File: config.mk
export PLATFORM = sky130hd
export DESIGN_NAME = button_click_mode_controller_unit
export DESIGN_NICKNAME = d
export VERILOG_FILES = /design/src/bcm_pkg.sv /design/src/bcm_csr.sv /design/src/bcm_core.sv /design/src/button_click_mode_controller_unit.sv
export VERILOG_INCLUDE_DIRS = /design/src /design/src/src
export SDC_FILE = /design/constraint.sdc
export NUM_CORES = 1
export LEC_CHECK = 0
export BUFFER_PORTS_ARGS = -buffer_cell sky130_fd_sc_hd__buf_2
export CORE_ASPECT_RATIO = 0.9
export CORE_MARGIN = 4
export CORE_UTILIZATION = 50
export DETAILED_ROUTE_END_ITERATION = 12
export HOLD_SLACK_MARGIN = 0.08
export PLACE_DENSITY = 0.76
export SYNTH_ARGS = -nofsm -noshare
export SYNTH_HDL_FRONTEND = slang
export SYNTH_HIERARCHICAL = 1
export SYNTH_SLANG_ARGS = --single-unit
File: constraint.sdc
create_clock -name clock -period 10.05 [get_ports clock]
set_input_delay 0.5025 -clock clock [delete_from_list [all_inputs] [get_ports clock]]
set_output_delay 0.5025 -clock clock [all_outputs]
set_load 0.01 [all_outputs]
File: src/button_click_mode_controller_unit_macros.svh
// assertion helpers for the controller core module
`ifndef BUTTON_CLICK_MODE_CONTROLLER_UNIT_MACROS_SVH
`define BUTTON_CLICK_MODE_CONTROLLER_UNIT_MACROS_SVH

// same-cycle implication, checked outside reset
`define BCM_ASSERT_IMP(lbl, clk, rst, ante, cons, msg) \
   lbl: assert property (@(posedge clk) disable iff (rst) (ante) |-> (cons)) \
      else $error(msg);

// next-cycle implication, checked outside reset
`define BCM_ASSERT_NXT(lbl, clk, rst, ante, cons, msg) \
   lbl: assert property (@(posedge clk) disable iff (rst) (ante) |=> (cons)) \
      else $error(msg);

`endif

File: src/bcm_pkg.sv
package bcm_pkg;

   // elapsed counter and register widths
   localparam int COUNT_BITS = 16;
   localparam int CNT_W = COUNT_BITS;
   localparam int CFG_W = 16;
   localparam int CMP_W = (CNT_W > CFG_W) ? CNT_W : CFG_W;
   localparam int FRAME_COUNT = 4;
   localparam int FRAME_W = $clog2(FRAME_COUNT);
   localparam int CSR_IDX_W = 3;

   localparam logic [CNT_W-1:0] CNT_MAX = {CNT_W{1'b1}};

   // register indexes
   localparam logic [CSR_IDX_W-1:0] CSR_DEBOUNCE = CSR_IDX_W'(0);
   localparam logic [CSR_IDX_W-1:0] CSR_DOUBLE_CLICK = CSR_IDX_W'(1);
   localparam logic [CSR_IDX_W-1:0] CSR_SEND_HOLD = CSR_IDX_W'(2);
   localparam logic [CSR_IDX_W-1:0] CSR_SPIN_PERIOD = CSR_IDX_W'(3);
   localparam logic [CSR_IDX_W-1:0] CSR_INFO_TIMEOUT = CSR_IDX_W'(4);
   localparam logic [CSR_IDX_W-1:0] CSR_STALL = CSR_IDX_W'(5);

   // register reset values
   localparam logic [CFG_W-1:0] DEBOUNCE_RST = CFG_W'(50);
   localparam logic [CFG_W-1:0] DOUBLE_CLICK_RST = CFG_W'(300);
   localparam logic [CFG_W-1:0] SEND_HOLD_RST = CFG_W'(800);
   localparam logic [CFG_W-1:0] SPIN_PERIOD_RST = CFG_W'(500);
   localparam logic [CFG_W-1:0] INFO_TIMEOUT_RST = CFG_W'(3000);
   localparam logic [CFG_W-1:0] STALL_RST = CFG_W'(60000);

   typedef enum logic [1:0] {
      MD_STANDBY = 2'd0,
      MD_DETECT  = 2'd1,
      MD_INFO    = 2'd2
   } mode_type;

   typedef struct packed {
      logic [CFG_W-1:0] debounce_ticks;
      logic [CFG_W-1:0] double_click_ticks;
      logic [CFG_W-1:0] send_hold_ticks;
      logic [CFG_W-1:0] spin_period_ticks;
      logic [CFG_W-1:0] info_timeout_ticks;
      logic [CFG_W-1:0] stall_ticks;
   } cfg_type;

   typedef struct packed {
      logic button_level;
      logic packet_heard;
      logic poll_heard;
   } item_type;

   typedef struct packed {
      logic [1:0]         mode;
      logic               send_screen;
      logic [FRAME_W-1:0] spinner_frame;
      logic               reply_request;
      logic               reply_shown;
      logic               radio_reinit;
      logic               redraw;
   } result_type;

   // saturating tick counter
   function automatic logic [CNT_W-1:0] bump(logic [CNT_W-1:0] c);
      return (c == CNT_MAX) ? c : c + CNT_W'(1);
   endfunction

   // bring counters and thresholds to a common compare width
   function automatic logic [CMP_W-1:0] cnt_ext(logic [CNT_W-1:0] c);
      return CMP_W'(c);
   endfunction

   function automatic logic [CMP_W-1:0] cfg_ext(logic [CFG_W-1:0] c);
      return CMP_W'(c);
   endfunction

endpackage

File: src/bcm_csr.sv
module bcm_csr (
   input  logic                            clock,
   input  logic                            reset,
   input  logic                            wr_en,
   input  logic [bcm_pkg::CSR_IDX_W-1:0]   wr_index,
   input  logic [bcm_pkg::CFG_W-1:0]       wr_data,
   output bcm_pkg::cfg_type                cfg
);
   import bcm_pkg::*;

   cfg_type cfg_ff;
   cfg_type cfg_in;

   // register decode, unknown indexes are dropped
   always_comb begin
      cfg_in = cfg_ff;
      if (wr_en) begin
         case (wr_index)
            CSR_DEBOUNCE:     cfg_in.debounce_ticks = wr_data;
            CSR_DOUBLE_CLICK: cfg_in.double_click_ticks = wr_data;
            CSR_SEND_HOLD:    cfg_in.send_hold_ticks = wr_data;
            CSR_SPIN_PERIOD:  cfg_in.spin_period_ticks = wr_data;
            CSR_INFO_TIMEOUT: cfg_in.info_timeout_ticks = wr_data;
            CSR_STALL:        cfg_in.stall_ticks = wr_data;
            default:          cfg_in = cfg_ff;
         endcase
      end
   end

   always_ff @(posedge clock) begin
      if (reset) begin
         cfg_ff.debounce_ticks <= DEBOUNCE_RST;
         cfg_ff.double_click_ticks <= DOUBLE_CLICK_RST;
         cfg_ff.send_hold_ticks <= SEND_HOLD_RST;
         cfg_ff.spin_period_ticks <= SPIN_PERIOD_RST;
         cfg_ff.info_timeout_ticks <= INFO_TIMEOUT_RST;
         cfg_ff.stall_ticks <= STALL_RST;
      end else begin
         cfg_ff <= cfg_in;
      end
   end

   assign cfg = cfg_ff;

endmodule

File: src/bcm_core.sv
module bcm_core (
   input  logic                 clock,
   input  logic                 reset,
   input  logic                 step_en,
   input  bcm_pkg::item_type    item,
   input  bcm_pkg::cfg_type     cfg,
   output bcm_pkg::result_type  res
);
   import bcm_pkg::*;
   `include "button_click_mode_controller_unit_macros.svh"

   logic               prev_ff, prev_in;
   logic               stable_ff, stable_in;
   logic               awaiting_ff, awaiting_in;
   logic               hold_ff, hold_in;
   mode_type           mode_ff, mode_in;
   logic [FRAME_W-1:0] frame_ff, frame_in;
   logic [CNT_W-1:0]   debounce_ff, debounce_in;
   logic [CNT_W-1:0]   click_ff, click_in;
   logic [CNT_W-1:0]   hold_cnt_ff, hold_cnt_in;
   logic [CNT_W-1:0]   spin_ff, spin_in;
   logic [CNT_W-1:0]   info_ff, info_in;
   logic [CNT_W-1:0]   silence_ff, silence_in;
   logic               req, shown, reinit, redraw;

   // one tick of the controller
   always_comb begin
      debounce_in = bump(debounce_ff);
      click_in = bump(click_ff);
      hold_cnt_in = bump(hold_cnt_ff);
      spin_in = bump(spin_ff);
      info_in = bump(info_ff);
      silence_in = bump(silence_ff);
      prev_in = item.button_level;
      stable_in = stable_ff;
      awaiting_in = awaiting_ff;
      hold_in = hold_ff;
      mode_in = mode_ff;
      frame_in = frame_ff;
      req = 1'b0;
      shown = 1'b0;
      reinit = 1'b0;
      redraw = 1'b0;

      // packet and poll
      if (item.packet_heard) begin
         silence_in = '0;
         if (item.poll_heard) begin
            req = 1'b1;
            if (mode_ff != MD_INFO) begin
               mode_in = MD_DETECT;
               shown = 1'b1;
               hold_in = 1'b1;
               hold_cnt_in = '0;
               redraw = 1'b1;
            end
         end
      end

      // radio silence check
      if (cnt_ext(silence_in) > cfg_ext(cfg.stall_ticks)) begin
         reinit = 1'b1;
         silence_in = '0;
      end

      // debounce and double click
      if (item.button_level != prev_ff) begin
         debounce_in = '0;
      end
      if (cnt_ext(debounce_in) > cfg_ext(cfg.debounce_ticks) &&
          item.button_level != stable_ff) begin
         stable_in = item.button_level;
         if (!item.button_level) begin
            if (awaiting_ff &&
                cnt_ext(click_in) < cfg_ext(cfg.double_click_ticks)) begin
               awaiting_in = 1'b0;
               mode_in = MD_INFO;
               info_in = '0;
               redraw = 1'b1;
            end else begin
               awaiting_in = 1'b1;
               click_in = '0;
            end
         end
      end

      // single click once the window runs out
      if (awaiting_in && cnt_ext(click_in) >= cfg_ext(cfg.double_click_ticks)) begin
         awaiting_in = 1'b0;
         if (mode_in == MD_STANDBY) begin
            mode_in = MD_DETECT;
            hold_in = 1'b0;
            frame_in = '0;
            spin_in = '0;
         end else begin
            mode_in = MD_STANDBY;
         end
         redraw = 1'b1;
      end

      // per-mode timers
      case (mode_in)
         MD_DETECT: begin
            if (hold_in) begin
               if (cnt_ext(hold_cnt_in) > cfg_ext(cfg.send_hold_ticks)) begin
                  hold_in = 1'b0;
                  frame_in = '0;
                  spin_in = '0;
                  redraw = 1'b1;
               end
            end else if (cnt_ext(spin_in) > cfg_ext(cfg.spin_period_ticks)) begin
               frame_in = frame_in + FRAME_W'(1);
               spin_in = '0;
               redraw = 1'b1;
            end
         end
         MD_INFO: begin
            if (cnt_ext(info_in) >= cfg_ext(cfg.info_timeout_ticks)) begin
               mode_in = MD_STANDBY;
               redraw = 1'b1;
            end
         end
         default: begin
            mode_in = mode_in;
         end
      endcase
   end

   // result of this tick
   always_comb begin
      res.mode = mode_in;
      res.send_screen = (mode_in == MD_DETECT) ? hold_in : 1'b0;
      res.spinner_frame = frame_in;
      res.reply_request = req;
      res.reply_shown = shown;
      res.radio_reinit = reinit;
      res.redraw = redraw;
   end

   // state update, one tick per item
   always_ff @(posedge clock) begin
      if (reset) begin
         prev_ff <= 1'b1;
         stable_ff <= 1'b1;
         awaiting_ff <= 1'b0;
         hold_ff <= 1'b0;
         mode_ff <= MD_STANDBY;
         frame_ff <= '0;
         debounce_ff <= '0;
         click_ff <= '0;
         hold_cnt_ff <= '0;
         spin_ff <= '0;
         info_ff <= '0;
         silence_ff <= '0;
      end else if (step_en) begin
         prev_ff <= prev_in;
         stable_ff <= stable_in;
         awaiting_ff <= awaiting_in;
         hold_ff <= hold_in;
         mode_ff <= mode_in;
         frame_ff <= frame_in;
         debounce_ff <= debounce_in;
         click_ff <= click_in;
         hold_cnt_ff <= hold_cnt_in;
         spin_ff <= spin_in;
         info_ff <= info_in;
         silence_ff <= silence_in;
      end
   end

   `BCM_ASSERT_IMP(a_shown_needs_req, clock, reset, res.reply_shown, res.reply_request, "shown w/o request")
   `BCM_ASSERT_IMP(a_screen_in_detect, clock, reset, res.send_screen, res.mode == MD_DETECT, "screen outside detect")
   `BCM_ASSERT_NXT(a_shown_holds, clock, reset, step_en && res.reply_shown, hold_ff, "shown reply did not start the hold")
   `BCM_ASSERT_NXT(a_silence_clear, clock, reset, step_en && (item.packet_heard || res.radio_reinit), silence_ff == '0, "silence counter not restarted")

endmodule

File: src/button_click_mode_controller_unit.sv
// Button click mode controller: debounces an active-low button, sorts presses
// into single and double clicks, and runs the standby/detect/info modes.
// req_ channel: one item per millisecond tick (button level, packet, poll).
// rsp_ channel: exactly one result item per request item, in order.
// csr_ channel: register writes (index, data), always ready; only write it
//   while no item is in flight. Indexes beyond the register list are dropped.
// Data path: an item is held in the input register, its result is computed
//   there and lands in the output register once the output register is free.
// Throughput: one item per cycle while rsp_ready stays high, as the tick update
//   of the mode state between the input and output registers is combinational.
// Stall: when rsp_ready is low the result holds; the input register still
//   takes one more item, then req_ready drops until the result is taken.
// Reset (synchronous, active high) empties both registers, restores the
//   register defaults and returns the controller to standby, button released.
module button_click_mode_controller_unit (
   input  logic                            clock,
   input  logic                            reset,
   input  logic                            req_valid,
   output logic                            req_ready,
   input  logic                            req_button_level,
   input  logic                            req_packet_heard,
   input  logic                            req_poll_heard,
   output logic                            rsp_valid,
   input  logic                            rsp_ready,
   output logic [1:0]                      rsp_mode,
   output logic                            rsp_send_screen,
   output logic [bcm_pkg::FRAME_W-1:0]     rsp_spinner_frame,
   output logic                            rsp_reply_request,
   output logic                            rsp_reply_shown,
   output logic                            rsp_radio_reinit,
   output logic                            rsp_redraw,
   input  logic                            csr_valid,
   output logic                            csr_ready,
   input  logic [bcm_pkg::CSR_IDX_W-1:0]   csr_index,
   input  logic [bcm_pkg::CFG_W-1:0]       csr_data
);
   import bcm_pkg::*;

   logic       in_valid_ff;
   item_type   item_ff;
   logic       rsp_valid_ff;
   result_type rsp_ff;
   result_type res;
   cfg_type    cfg;
   logic       advance;

   // handshake: the input register moves on whenever the output is free
   assign advance = in_valid_ff && (!rsp_valid_ff || rsp_ready);
   assign req_ready = !in_valid_ff || advance;
   assign csr_ready = 1'b1;

   bcm_csr u_csr (
      .clock    (clock),
      .reset    (reset),
      .wr_en    (csr_valid),
      .wr_index (csr_index),
      .wr_data  (csr_data),
      .cfg      (cfg)
   );

   bcm_core u_core (
      .clock   (clock),
      .reset   (reset),
      .step_en (advance),
      .item    (item_ff),
      .cfg     (cfg),
      .res     (res)
   );

   // input register valid
   always_ff @(posedge clock) begin
      if (reset) begin
         in_valid_ff <= 1'b0;
      end else if (req_ready) begin
         in_valid_ff <= req_valid;
      end
   end

   // input register payload
   always_ff @(posedge clock) begin
      if (req_valid && req_ready) begin
         item_ff.button_level <= req_button_level;
         item_ff.packet_heard <= req_packet_heard;
         item_ff.poll_heard <= req_poll_heard;
      end
   end

   // output register valid
   always_ff @(posedge clock) begin
      if (reset) begin
         rsp_valid_ff <= 1'b0;
      end else if (advance) begin
         rsp_valid_ff <= 1'b1;
      end else if (rsp_ready) begin
         rsp_valid_ff <= 1'b0;
      end
   end

   // output register payload
   always_ff @(posedge clock) begin
      if (advance) begin
         rsp_ff <= res;
      end
   end

   assign rsp_valid = rsp_valid_ff;
   assign rsp_mode = rsp_ff.mode;
   assign rsp_send_screen = rsp_ff.send_screen;
   assign rsp_spinner_frame = rsp_ff.spinner_frame;
   assign rsp_reply_request = rsp_ff.reply_request;
   assign rsp_reply_shown = rsp_ff.reply_shown;
   assign rsp_radio_reinit = rsp_ff.radio_reinit;
   assign rsp_redraw = rsp_ff.redraw;

endmodule

==> run_results.csv, run 1 <==
group,metric,value,unit
synth,synth_top_area_share,29.6,%
setup_path,cpMostUsedCell,"ha_1",
finish,instances_no_fill,2018,
timing,max_freq,113,MHz
clock_tree,post_cts_resized,0,
synth,synth_cell_types,76,
worst_hold_path,min_to,"item_ff[1]$_DFFE_PP_",
grt,first_global_vias,10800,
run_status,outcome,"completed",
setup_path,arrival,9.24,ns
setup_path,cp_num_buf_inv,0,
die,die_w,182,um
die,io_pins,39,
synth,yosysMostFrequentCell,"dfxtp_1",
pwr,leakagePower,0.00663,uW
timing,hold_viol_final,0,
synth,ys_seq_area_share,32.2,%
setup_path,regToRegStartpoint,"u_core/debounce_ff[0]$_SDFFE_PP0P_",
clock_tree,cts_buffer_depth,3,
pwr,powerDensity,131,nW/um^2
timing,period_share,87.9,%
clock_tree,cts.sinks,214,
pwr,power_frac_seq,45.3,%
grt,grt_usage,21.7,%
synth,yosysTopAreaCell,"dfxtp_1",
grt,grt.overflow.total,0,
grt,met2_usage,35.7,%
clock_tree,cts_buffers,24,
setup_path,regToRegEndpoint,"u_core/spin_ff[5]$_SDFFE_PP0P_",
setup_path,crit_type,"reg2reg",
pwr,netSwitchingPower,457,uW
detailed_routing,drt-pass1-iter-count,7,
place,hpwlAfterDp,24.0,mm
pwr,p_total,1950,uW
die,die_h,165,um
synth,syn_nets,1799,
synth,netlist_area,13700,sq um
detailed_routing,drt_wl_total,33.8,mm
worst_hold_path,hold_depth,1,
detailed_routing,antenna_left,0,
grt,grt_max_degree,83,
setup_path,start_kind,"register",
place,gp_congestion,0.937,
pwr,switching_share,23.4,%
synth,synth.avg_cell_area,8.27,sq um
finish,fin_nets,1792,
detailed_routing,num_vias,11600,
setup_path,crit_fanout,21,
timing,setup_viol,0,
finish,utilization,55.2,%
timing,period_needed,8.83,ns
grt,grt_pass1_wl,54.5,mm
detailed_routing,routedWlPerCell,16.8,um
pwr,clock_power_share,47.5,%
die,initial_core_util,50.7,%
die,row_count,57,
setup_path,reg2reg_depth,32,
timing,fin_skew,0.0120,ns
synth,postSynthCellCount,1653,
grt,busiest_layer,"met2",
pwr,p_int,1490,uW
setup_path,rrSetupSlack,1.22,ns
clock_tree,clock_latency,0.52,ns
timing,holdWs,0.160,ns
clock_tree,cts_tree,"done",
synth,synthArstFlopShare,0,%
detailed_routing,vias_per_cell,5.72,
clock_tree,h-tree-depth,1,
timing,tns,0,ns
synth,ys_ff_latch,214,
timing,relSlewSlack,22.7,%
synth,synth_flop_cell,"dfxtp_1",
grt,antenna_found_initial,2,
clock_tree,postCtsSetupRepairBufs,0,
timing,slew_violations,0,
clock_tree,cts-root-buf,"clkbuf_16",
worst_hold_path,min_path_type,"in2reg",
synth,ys_warn_count,6,
setup_path,crit_required,10.46,ns
clock_tree,cts-hold-fix-buffers,0,
detailed_routing,drt_iter0_drc,916,
setup_path,cp-end-kind,"register",
setup_path,crit_path_max_incr_delay,0.79,ns
place,port_buffers,37,
finish,syn_to_final_growth,8.83,%
synth,synthTopCellsByArea,"dfxtp_1, ha_1, mux2i_1",
grt,use_met1,29.5,%
flow_run,max_cap_violations,0,
synth,synth.cells.most_frequent,"dfxtp_1, nor2_1, mux2i_1",
worst_hold_path,min_from,"req_packet_heard",
clock_tree,path_clk_slew,0.06,ns
synth,synth-edff-count,12,
pwr,pwr-share-comb,7.3,%
setup_path,cp_slowest_cell,"nor3_2",
pwr,peakVddDrop,0.144,mV
timing,rsz0062_at_grt,"false",
place,dp_cells,1974,
setup_path,path_delay_family,"simple AND/OR/NAND/NOR gates",
die,core-area,27000,sq um
finish,final_layout_size_suffix_gt1_share,6.61,%
detailed_routing,remaining_drc_errors,0,
die,die_area,30000,sq um
grt,grt_util_met3,2.80,%
timing,worstMarginPinSlew,1.15,ns
==> stage by stage <==
step	setup WS, ns	instance area (sq um)
after floorplan	2.72	13700
after detailed placement	1.35	14000
after global placement	1.67	14000
final	1.22	14900
after global routing	0.491	14900
after CTS	1.33	14900
==> state kept, by name, indices dropped and copies added, names as in the netlist, 3 cells and up <==
register / count
u_core/debounce_ff: 16
item_ff: 3
u_core/click_ff: 16
u_csr/cfg: 96
u_core/spin_ff: 16
u_core/silence_ff: 16
u_core/info_ff: 16
u_core/hold_cnt_ff: 16
==> layout make-up <==
class                   count  area, sq um
repair buffers             45          251
fillers                  2426        12100
diodes                      1         2.50
well taps                 354          443
clock buffers              38          766
flip-flops and latches    214         4400
multi-input cells        1244         8490
inverters                 117          439
clock inverters             5         75.1
==> worst max-delay path by stage <==
stage	start	endpoint	slack, ns	cells after the start
after floorplan	u_core/debounce_ff[0]$_SDFFE_PP0P_	u_core/spin_ff[4]$_SDFFE_PP0P_	2.72	35
after global placement	u_core/debounce_ff[0]$_SDFFE_PP0P_	u_core/spin_ff[5]$_SDFFE_PP0P_	1.67	31
after detailed placement	u_core/debounce_ff[0]$_SDFFE_PP0P_	u_core/spin_ff[4]$_SDFFE_PP0P_	1.35	32
after CTS	u_core/debounce_ff[0]$_SDFFE_PP0P_	u_core/spin_ff[4]$_SDFFE_PP0P_	1.33	32
after global routing	u_core/debounce_ff[0]$_SDFFE_PP0P_	u_core/spin_ff[5]$_SDFFE_PP0P_	0.49	32
final	u_core/debounce_ff[0]$_SDFFE_PP0P_	u_core/spin_ff[5]$_SDFFE_PP0P_	1.22	32
==> metal layers <==
| layer | vias up | wire length, um |
|---|---|---|
| met3 | 75 | 1580 |
| met4 | 2 | 1080 |
| met2 | 304 | 15400 |
| li1 | 5753 | - |
| met1 | 5418 | 15700 |
| met5 | - | 20 |
==> power by group through the flow <==
| stage | registers (uW) | logic [uW] | clock network, uW |
|---|---|---|---|
| 2_1_floorplan | 897 | 97.6 | 0 |
| 3_5_place_dp | 900 | 139 | 0 |
| 6_report | 882 | 142 | 925 |
| 3_3_place_gp | 900 | 135 | 0 |
| 4_1_cts | 882 | 140 | 940 |
| 5_1_grt | 883 | 153 | 974 |
==> layout by cell type, fill, tap and decap left out, types with 6 or more instances in the layout <==
cell type,Yosys,layout
and4_1,9,9
nand3_1,64,64
a211oi_1,14,14
a31oi_1,10,10
clkbuf_8,0,7
a21o_1,26,26
o21ai_0,49,49
buf_4,7,8
o31ai_1,8,8
ha_1,119,119
inv_1,117,116
buf_2,16,36
a21oi_1,95,95
nor2_1,183,183
nor2b_1,12,12
nor3b_1,6,6
xor2_1,25,25
nor3_1,39,39
a22oi_1,6,6
and2_1,30,30
or3_1,10,10
or2_2,8,8
and3_1,20,20
o21a_1,18,18
clkbuf_16,0,26
a211o_1,6,6
nand2_1,106,106
nor4_1,8,8
nand2b_1,102,102
nand4_1,35,35
dfxtp_1,202,202
edfxtp_1,12,12
xnor2_1,31,31
mux2i_1,127,127
o32ai_1,7,7
==> cell families (layout without fill, tap and decap cells) <==
group	after synthesis	count (layout)	share of synthesized area (%)
simple gates	662	662	25.0
compound gates	276	276	12.9
xor+xnor	56	56	3.59
other cells	1	2	0.0274
fa+ha+maj	119	119	10.9
flops	214	214	32.2
buf+inv	195	205	5.75
mux	130	130	9.55
Power figures use the tool's default switching activity.
==> inputs of run 2 (changes only) <==
--- a/config.mk
+++ b/config.mk
@@ -8,7 +8,6 @@
 export LEC_CHECK = 0
 export BUFFER_PORTS_ARGS = -buffer_cell sky130_fd_sc_hd__buf_2
 export CORE_ASPECT_RATIO = 0.9
-export CORE_MARGIN = 4
 export CORE_UTILIZATION = 50
 export DETAILED_ROUTE_END_ITERATION = 12
 export HOLD_SLACK_MARGIN = 0.08
==> run 2 against run 1 <==
Design area down 0.38%. Via count about the same. Register-to-register slack improved by 0.02 ns. Critical path depth down 2. Clock skew rose by 0.0034 ns. Combinational power about the same. Sequential power about the same. Clock power down 6.2%. Wire length decreased by 0.94%. Highest routed layer unchanged. Largest power group is now registers.
==> run_results.csv, run 2 (synthesized netlist as in run 1, its figures left out) <==
group,metric,value,unit
setup_path,arrival,9.22,ns
clock_tree,cts_buffers,24,
die,die_h,159,um
timing,max_freq,113,MHz
pwr,pwr-share-comb,7.5,%
detailed_routing,num_vias,11600,
setup_path,rrSetupSlack,1.24,ns
detailed_routing,drt_iter0_drc,1177,
timing,tns,0,ns
clock_tree,cts_tree,"done",
finish,syn_to_final_growth,8.42,%
die,core-area,27000,sq um
pwr,p_int,1430,uW
clock_tree,cts.sinks,214,
pwr,power_frac_seq,46.6,%
run_status,outcome,"completed",
grt,grt_max_degree,98,
die,row_count,57,
pwr,powerDensity,128,nW/um^2
finish,final_layout_size_suffix_gt1_share,6.67,%
place,port_buffers,37,
clock_tree,postCtsSetupRepairBufs,0,
detailed_routing,vias_per_cell,5.72,
grt,grt_usage,23.8,%
finish,multi_input_area,8490,sq um
place,hpwlAfterDp,23.8,mm
clock_tree,clock_latency,0.53,ns
finish,fin_nets,1792,
finish,register_area,4400,sq um
timing,fin_skew,0.0153,ns
detailed_routing,drt-pass1-iter-count,8,
timing,period_share,87.7,%
die,initial_core_util,50.7,%
pwr,peakVddDrop,0.141,mV
timing,relSlewSlack,24.6,%
timing,period_needed,8.81,ns
setup_path,reg2reg_depth,30,
die,die_area,28000,sq um
clock_tree,cts-root-buf,"clkbuf_16",
timing,holdWs,0.145,ns
place,dp_cells,1974,
clock_tree,cts-hold-fix-buffers,0,
setup_path,start_kind,"register",
setup_path,crit_type,"reg2reg",
die,io_pins,39,
setup_path,cp-end-kind,"register",
pwr,leakagePower,0.00659,uW
worst_hold_path,hold_depth,1,
finish,largest_reg_flops,96,
timing,slew_violations,0,
clock_tree,cts_buffer_depth,3,
setup_path,regToRegEndpoint,"u_core/spin_ff[4]$_SDFFE_PP0P_",
setup_path,regToRegStartpoint,"u_core/debounce_ff[4]$_SDFFE_PP0P_",
setup_path,crit_fanout,21,
detailed_routing,antenna_left,0,
detailed_routing,routedWlPerCell,16.6,um
worst_hold_path,min_from,"req_packet_heard",
finish,fillCellCount,2409,
grt,grt_pass1_wl,54.9,mm
worst_hold_path,min_path_type,"in2reg",
detailed_routing,drt_wl_total,33.5,mm
grt,first_global_vias,11000,
finish,instances_no_fill,2020,
setup_path,crit_path_max_incr_delay,0.76,ns
clock_tree,h-tree-depth,1,
flow_run,max_cap_violations,0,
timing,hold_viol_final,0,
detailed_routing,remaining_drc_errors,0,
timing,worstMarginPinSlew,1.13,ns
setup_path,crit_required,10.45,ns
grt,antenna_found_initial,4,
grt,grt.overflow.total,0,
die,die_w,176,um
place,gp_congestion,0.891,
clock_tree,post_cts_resized,0,
timing,setup_slack,1.24,ns
setup_path,cp_slowest_cell,"nor3_2",
pwr,p_total,1890,uW
finish,final_cell_mix,"dfxtp_1, nor2_1, mux2i_1",
worst_hold_path,min_to,"item_ff[1]$_DFFE_PP_",
clock_tree,path_clk_slew,0.06,ns
place,place_ws,1.37,ns
finish,layout_commonest_cell,"dfxtp_1",
pwr,switching_share,24.4,%
pwr,netSwitchingPower,461,uW
pwr,clock_power_share,45.9,%
timing,rsz0062_at_grt,"false",
timing,setup_viol,0,
-- run 2: metal layers --
layer | GRT usage, % | share of wire (%) | vias to the layer above
met4 | 6.80 | 2.5 | 2
met3 | 3.64 | 5.0 | 59
met5 | 0 | 0.039 | -
li1 | - | - | 5752
met1 | 33.0 | 47 | 5465
met2 | 38.0 | 45 | 278
-- run 2: final cells by class --
type | instances | share of cell area (%)
antenna | 3 | 0.0507
timing repair buffer | 45 | 1.70
tap | 354 | 2.99
clock buffer | 33 | 4.69
clock inverter | 10 | 0.566
inverter | 117 | 2.96
multi-input combinational | 1244 | 57.3
sequential | 214 | 29.7
-- run 2: worst max path at each step --
| stage | from | to | slack, ns | depth (start not counted) |
|---|---|---|---|---|
| final | u_core/debounce_ff[4]$_SDFFE_PP0P_ | u_core/spin_ff[4]$_SDFFE_PP0P_ | 1.24 | 30 |
| after global routing | u_core/debounce_ff[0]$_SDFFE_PP0P_ | u_core/spin_ff[4]$_SDFFE_PP0P_ | 0.50 | 31 |
| after CTS | u_core/debounce_ff[4]$_SDFFE_PP0P_ | u_core/spin_ff[4]$_SDFFE_PP0P_ | 1.33 | 30 |
| after detailed placement | u_core/debounce_ff[4]$_SDFFE_PP0P_ | u_core/spin_ff[4]$_SDFFE_PP0P_ | 1.37 | 30 |
| after global placement | u_core/debounce_ff[0]$_SDFFE_PP0P_ | u_core/spin_ff[5]$_SDFFE_PP0P_ | 1.75 | 31 |
| after floorplan | u_core/debounce_ff[0]$_SDFFE_PP0P_ | u_core/spin_ff[4]$_SDFFE_PP0P_ | 2.72 | 35 |
-- run 2: power groups by stage --
stage          logic, uW  clock network (uW)  registers [uW]
2_1_floorplan       97.6                   0             897
4_1_cts              140                 882             882
3_5_place_dp         139                   0             900
5_1_grt              154                 912             883
3_3_place_gp         136                   0             900
6_report             141                 868             882
-- run 2: worst max-delay path, delay by kind of cell, from the launching register on --
family | cells | cell delay [ns]
simple gates | 16 | 4.51
compound gates | 10 | 2.65
fa+ha+maj | 3 | 0.94
flops | 1 | 0.44
xor+xnor | 1 | 0.13
-- run 2: metrics by stage --
stage / area [sq um] / util (%)
floorplan: 13700 / -
global placement: 14000 / 52.0
detailed placement: 14000 / 52.0
CTS: 14800 / 54.9
global route: 14800 / 54.9
finish: 14800 / 55.0
==> inputs of run 3 (changes only) <==
--- a/config.mk
+++ b/config.mk
@@ -10,6 +10,7 @@
 export CORE_ASPECT_RATIO = 0.9
 export CORE_UTILIZATION = 50
 export DETAILED_ROUTE_END_ITERATION = 12
+export GPL_TIMING_DRIVEN = 0
 export HOLD_SLACK_MARGIN = 0.08
 export PLACE_DENSITY = 0.76
 export SYNTH_ARGS = -nofsm -noshare
==> run 3 against run 2 <==
Worst setup slack got worse by 0.56 ns. Cell count rose by 3.5%. Via count rose by 6.0%. Critical path depth rose by 5. Combinational power rose by 16%. Count of clock-buffer cells in the layout rose by 5. Design area rose by 2.0%. Worst hold slack improved by 0.015 ns. Clock skew rose by 0.0054 ns.
==> run_results.csv, run 3 (synthesized netlist as in run 1, its figures left out) <==
group,metric,value,unit
run_status,outcome,"completed",
setup_path,crit_required,10.48,ns
clock_tree,cts-root-buf,"clkbuf_16",
clock_tree,path_clk_slew,0.06,ns
die,die_h,159,um
setup_path,start_kind,"register",
setup_path,cpMostUsedCell,"ha_1",
die,io_pins,39,
detailed_routing,drt-pass1-iter-count,7,
timing,slew_violations,0,
grt,grt_pass1_wl,60.9,mm
finish,fin_nets,1862,
detailed_routing,antenna_left,0,
place,hpwlAfterDp,28.8,mm
detailed_routing,drt_iter0_drc,1254,
finish,layout_commonest_cell,"dfxtp_1",
place,place_ws,0.856,ns
detailed_routing,drt_wl_total,38.7,mm
clock_tree,cts-hold-fix-buffers,0,
finish,syn_to_final_growth,10.5,%
setup_path,reg2reg_depth,35,
worst_hold_path,hold_depth,1,
clock_tree,cts.sinks,214,
flow_run,max_cap_violations,0,
place,port_buffers,37,
timing,tns,0,ns
clock_tree,postCtsSetupRepairBufs,0,
finish,register_area,4400,sq um
timing,relSlewSlack,14.0,%
setup_path,crit_fanout,10,
setup_path,cp-end-kind,"register",
die,initial_core_util,50.7,%
die,core-area,27000,sq um
die,die_area,28000,sq um
timing,rsz0062_at_grt,"false",
place,gp_congestion,0.940,
timing,setup_viol,0,
finish,largest_reg_flops,96,
finish,final_layout_size_suffix_gt1_share,7.10,%
clock_tree,post_cts_resized,0,
grt,grt_usage,27.4,%
clock_tree,cts_tree,"done",
timing,worstMarginPinSlew,1.29,ns
timing,period_share,93.3,%
setup_path,cp_slowest_cell,"nor3_2",
clock_tree,h-tree-depth,1,
timing,max_freq,107,MHz
die,die_w,176,um
die,row_count,57,
clock_tree,cts_buffer_depth,3,
setup_path,arrival,9.81,ns
finish,multi_input_area,8480,sq um
pwr,peakVddDrop,0.127,mV
detailed_routing,vias_per_cell,5.86,
grt,first_global_vias,11600,
worst_hold_path,min_path_type,"in2reg",
grt,grt.overflow.total,0,
finish,fillCellCount,2474,
timing,fin_skew,0.0207,ns
detailed_routing,routedWlPerCell,18.5,um
detailed_routing,remaining_drc_errors,0,
timing,hold_viol_final,0,
setup_path,crit_type,"reg2reg",
finish,final_cell_mix,"dfxtp_1, nor2_1, mux2i_1",
grt,grt_max_degree,16,
timing,period_needed,9.38,ns
pwr,leakagePower,0.00672,uW
clock_tree,clock_latency,0.53,ns
timing,setup_slack,0.671,ns
detailed_routing,num_vias,12300,
clock_tree,cts_buffers,24,
pwr,powerDensity,128,nW/um^2
setup_path,crit_path_max_incr_delay,0.56,ns
grt,antenna_found_initial,4,
## run 3: cell types whose count changed in the layout (fill, tap and decap cells not counted), moves of 2 or more
cell        previous run  this run
clkinvlp_4             2         0
clkinv_2               6         4
buf_1                  0         5
clkbuf_8               4         6
clkbuf_1               4        55
buf_2                 36        53
## run 3: stage by stage
| stage | std cells | power [uW] | hold slack, ns | utilization, % | instance area [sq um] |
|---|---|---|---|---|---|
| after floorplan | 1653 | 995 | 0.441 | - | 13700 |
| after global placement | 2044 | 1050 | 0.454 | 53.0 | 14300 |
| after detailed placement | 2044 | 1060 | 0.467 | 53.0 | 14300 |
| after CTS | 2087 | 1940 | 0.146 | 56.0 | 15100 |
| after global routing | 2088 | 2000 | 0.149 | 56.0 | 15100 |
| final | 2090 | 1940 | 0.160 | 56.0 | 15100 |
## run 3: worst paths after layout
check                                     start                        endpoint  slack [ns]
max reg2reg  u_core/debounce_ff[0]$_SDFFE_PP0P_  u_core/spin_ff[1]$_SDFFE_PP0P_        0.67
max          u_core/debounce_ff[0]$_SDFFE_PP0P_  u_core/spin_ff[1]$_SDFFE_PP0P_        0.67
min reg2reg          u_csr/cfg[77]$_SDFFE_PP0P_      u_csr/cfg[77]$_SDFFE_PP0P_        0.47
min                              req_poll_heard            item_ff[0]$_DFFE_PP_        0.16
## run 3: worst max-delay path: cells and delay by family (launching register included)
kind,cells,cell delay [ns]
buffers and inverters,4,1.24
and+or+nand+nor,15,3.50
DFF,1,0.39
adders and majority gates,4,1.09
xor gates and xnor gates,1,0.17
AOI/OAI and AO/OA,11,2.87
## run 3: power by group
group	switching (uW)	leakage (uW)	total, uW	internal, uW
Combinational	109	0.00457	163	53.6
Clock	357	0.000400	895	538
Sequential	10.4	0.00175	881	870
Total	476	0.00672	1940	1460
## run 3: layout make-up
type,count,share of cell area [%]
timing repair buffer,37,1.23
clock inverter,5,0.331
sequential,214,29.2
antenna,3,0.0497
inverter,117,2.91
buffer,78,2.29
multi-input combinational,1244,56.1
clock buffer,38,5.00
tap,354,2.93
## run 3: per-layer routing
layer | vias up | wire length [um] | global-route usage [%]
met1 | 5781 | 17100 | 37.6
met3 | 98 | 3090 | 4.81
met2 | 465 | 16800 | 42.3
met5 | - | 13 | 0
met4 | 2 | 1600 | 11.0
li1 | 5906 | - | -
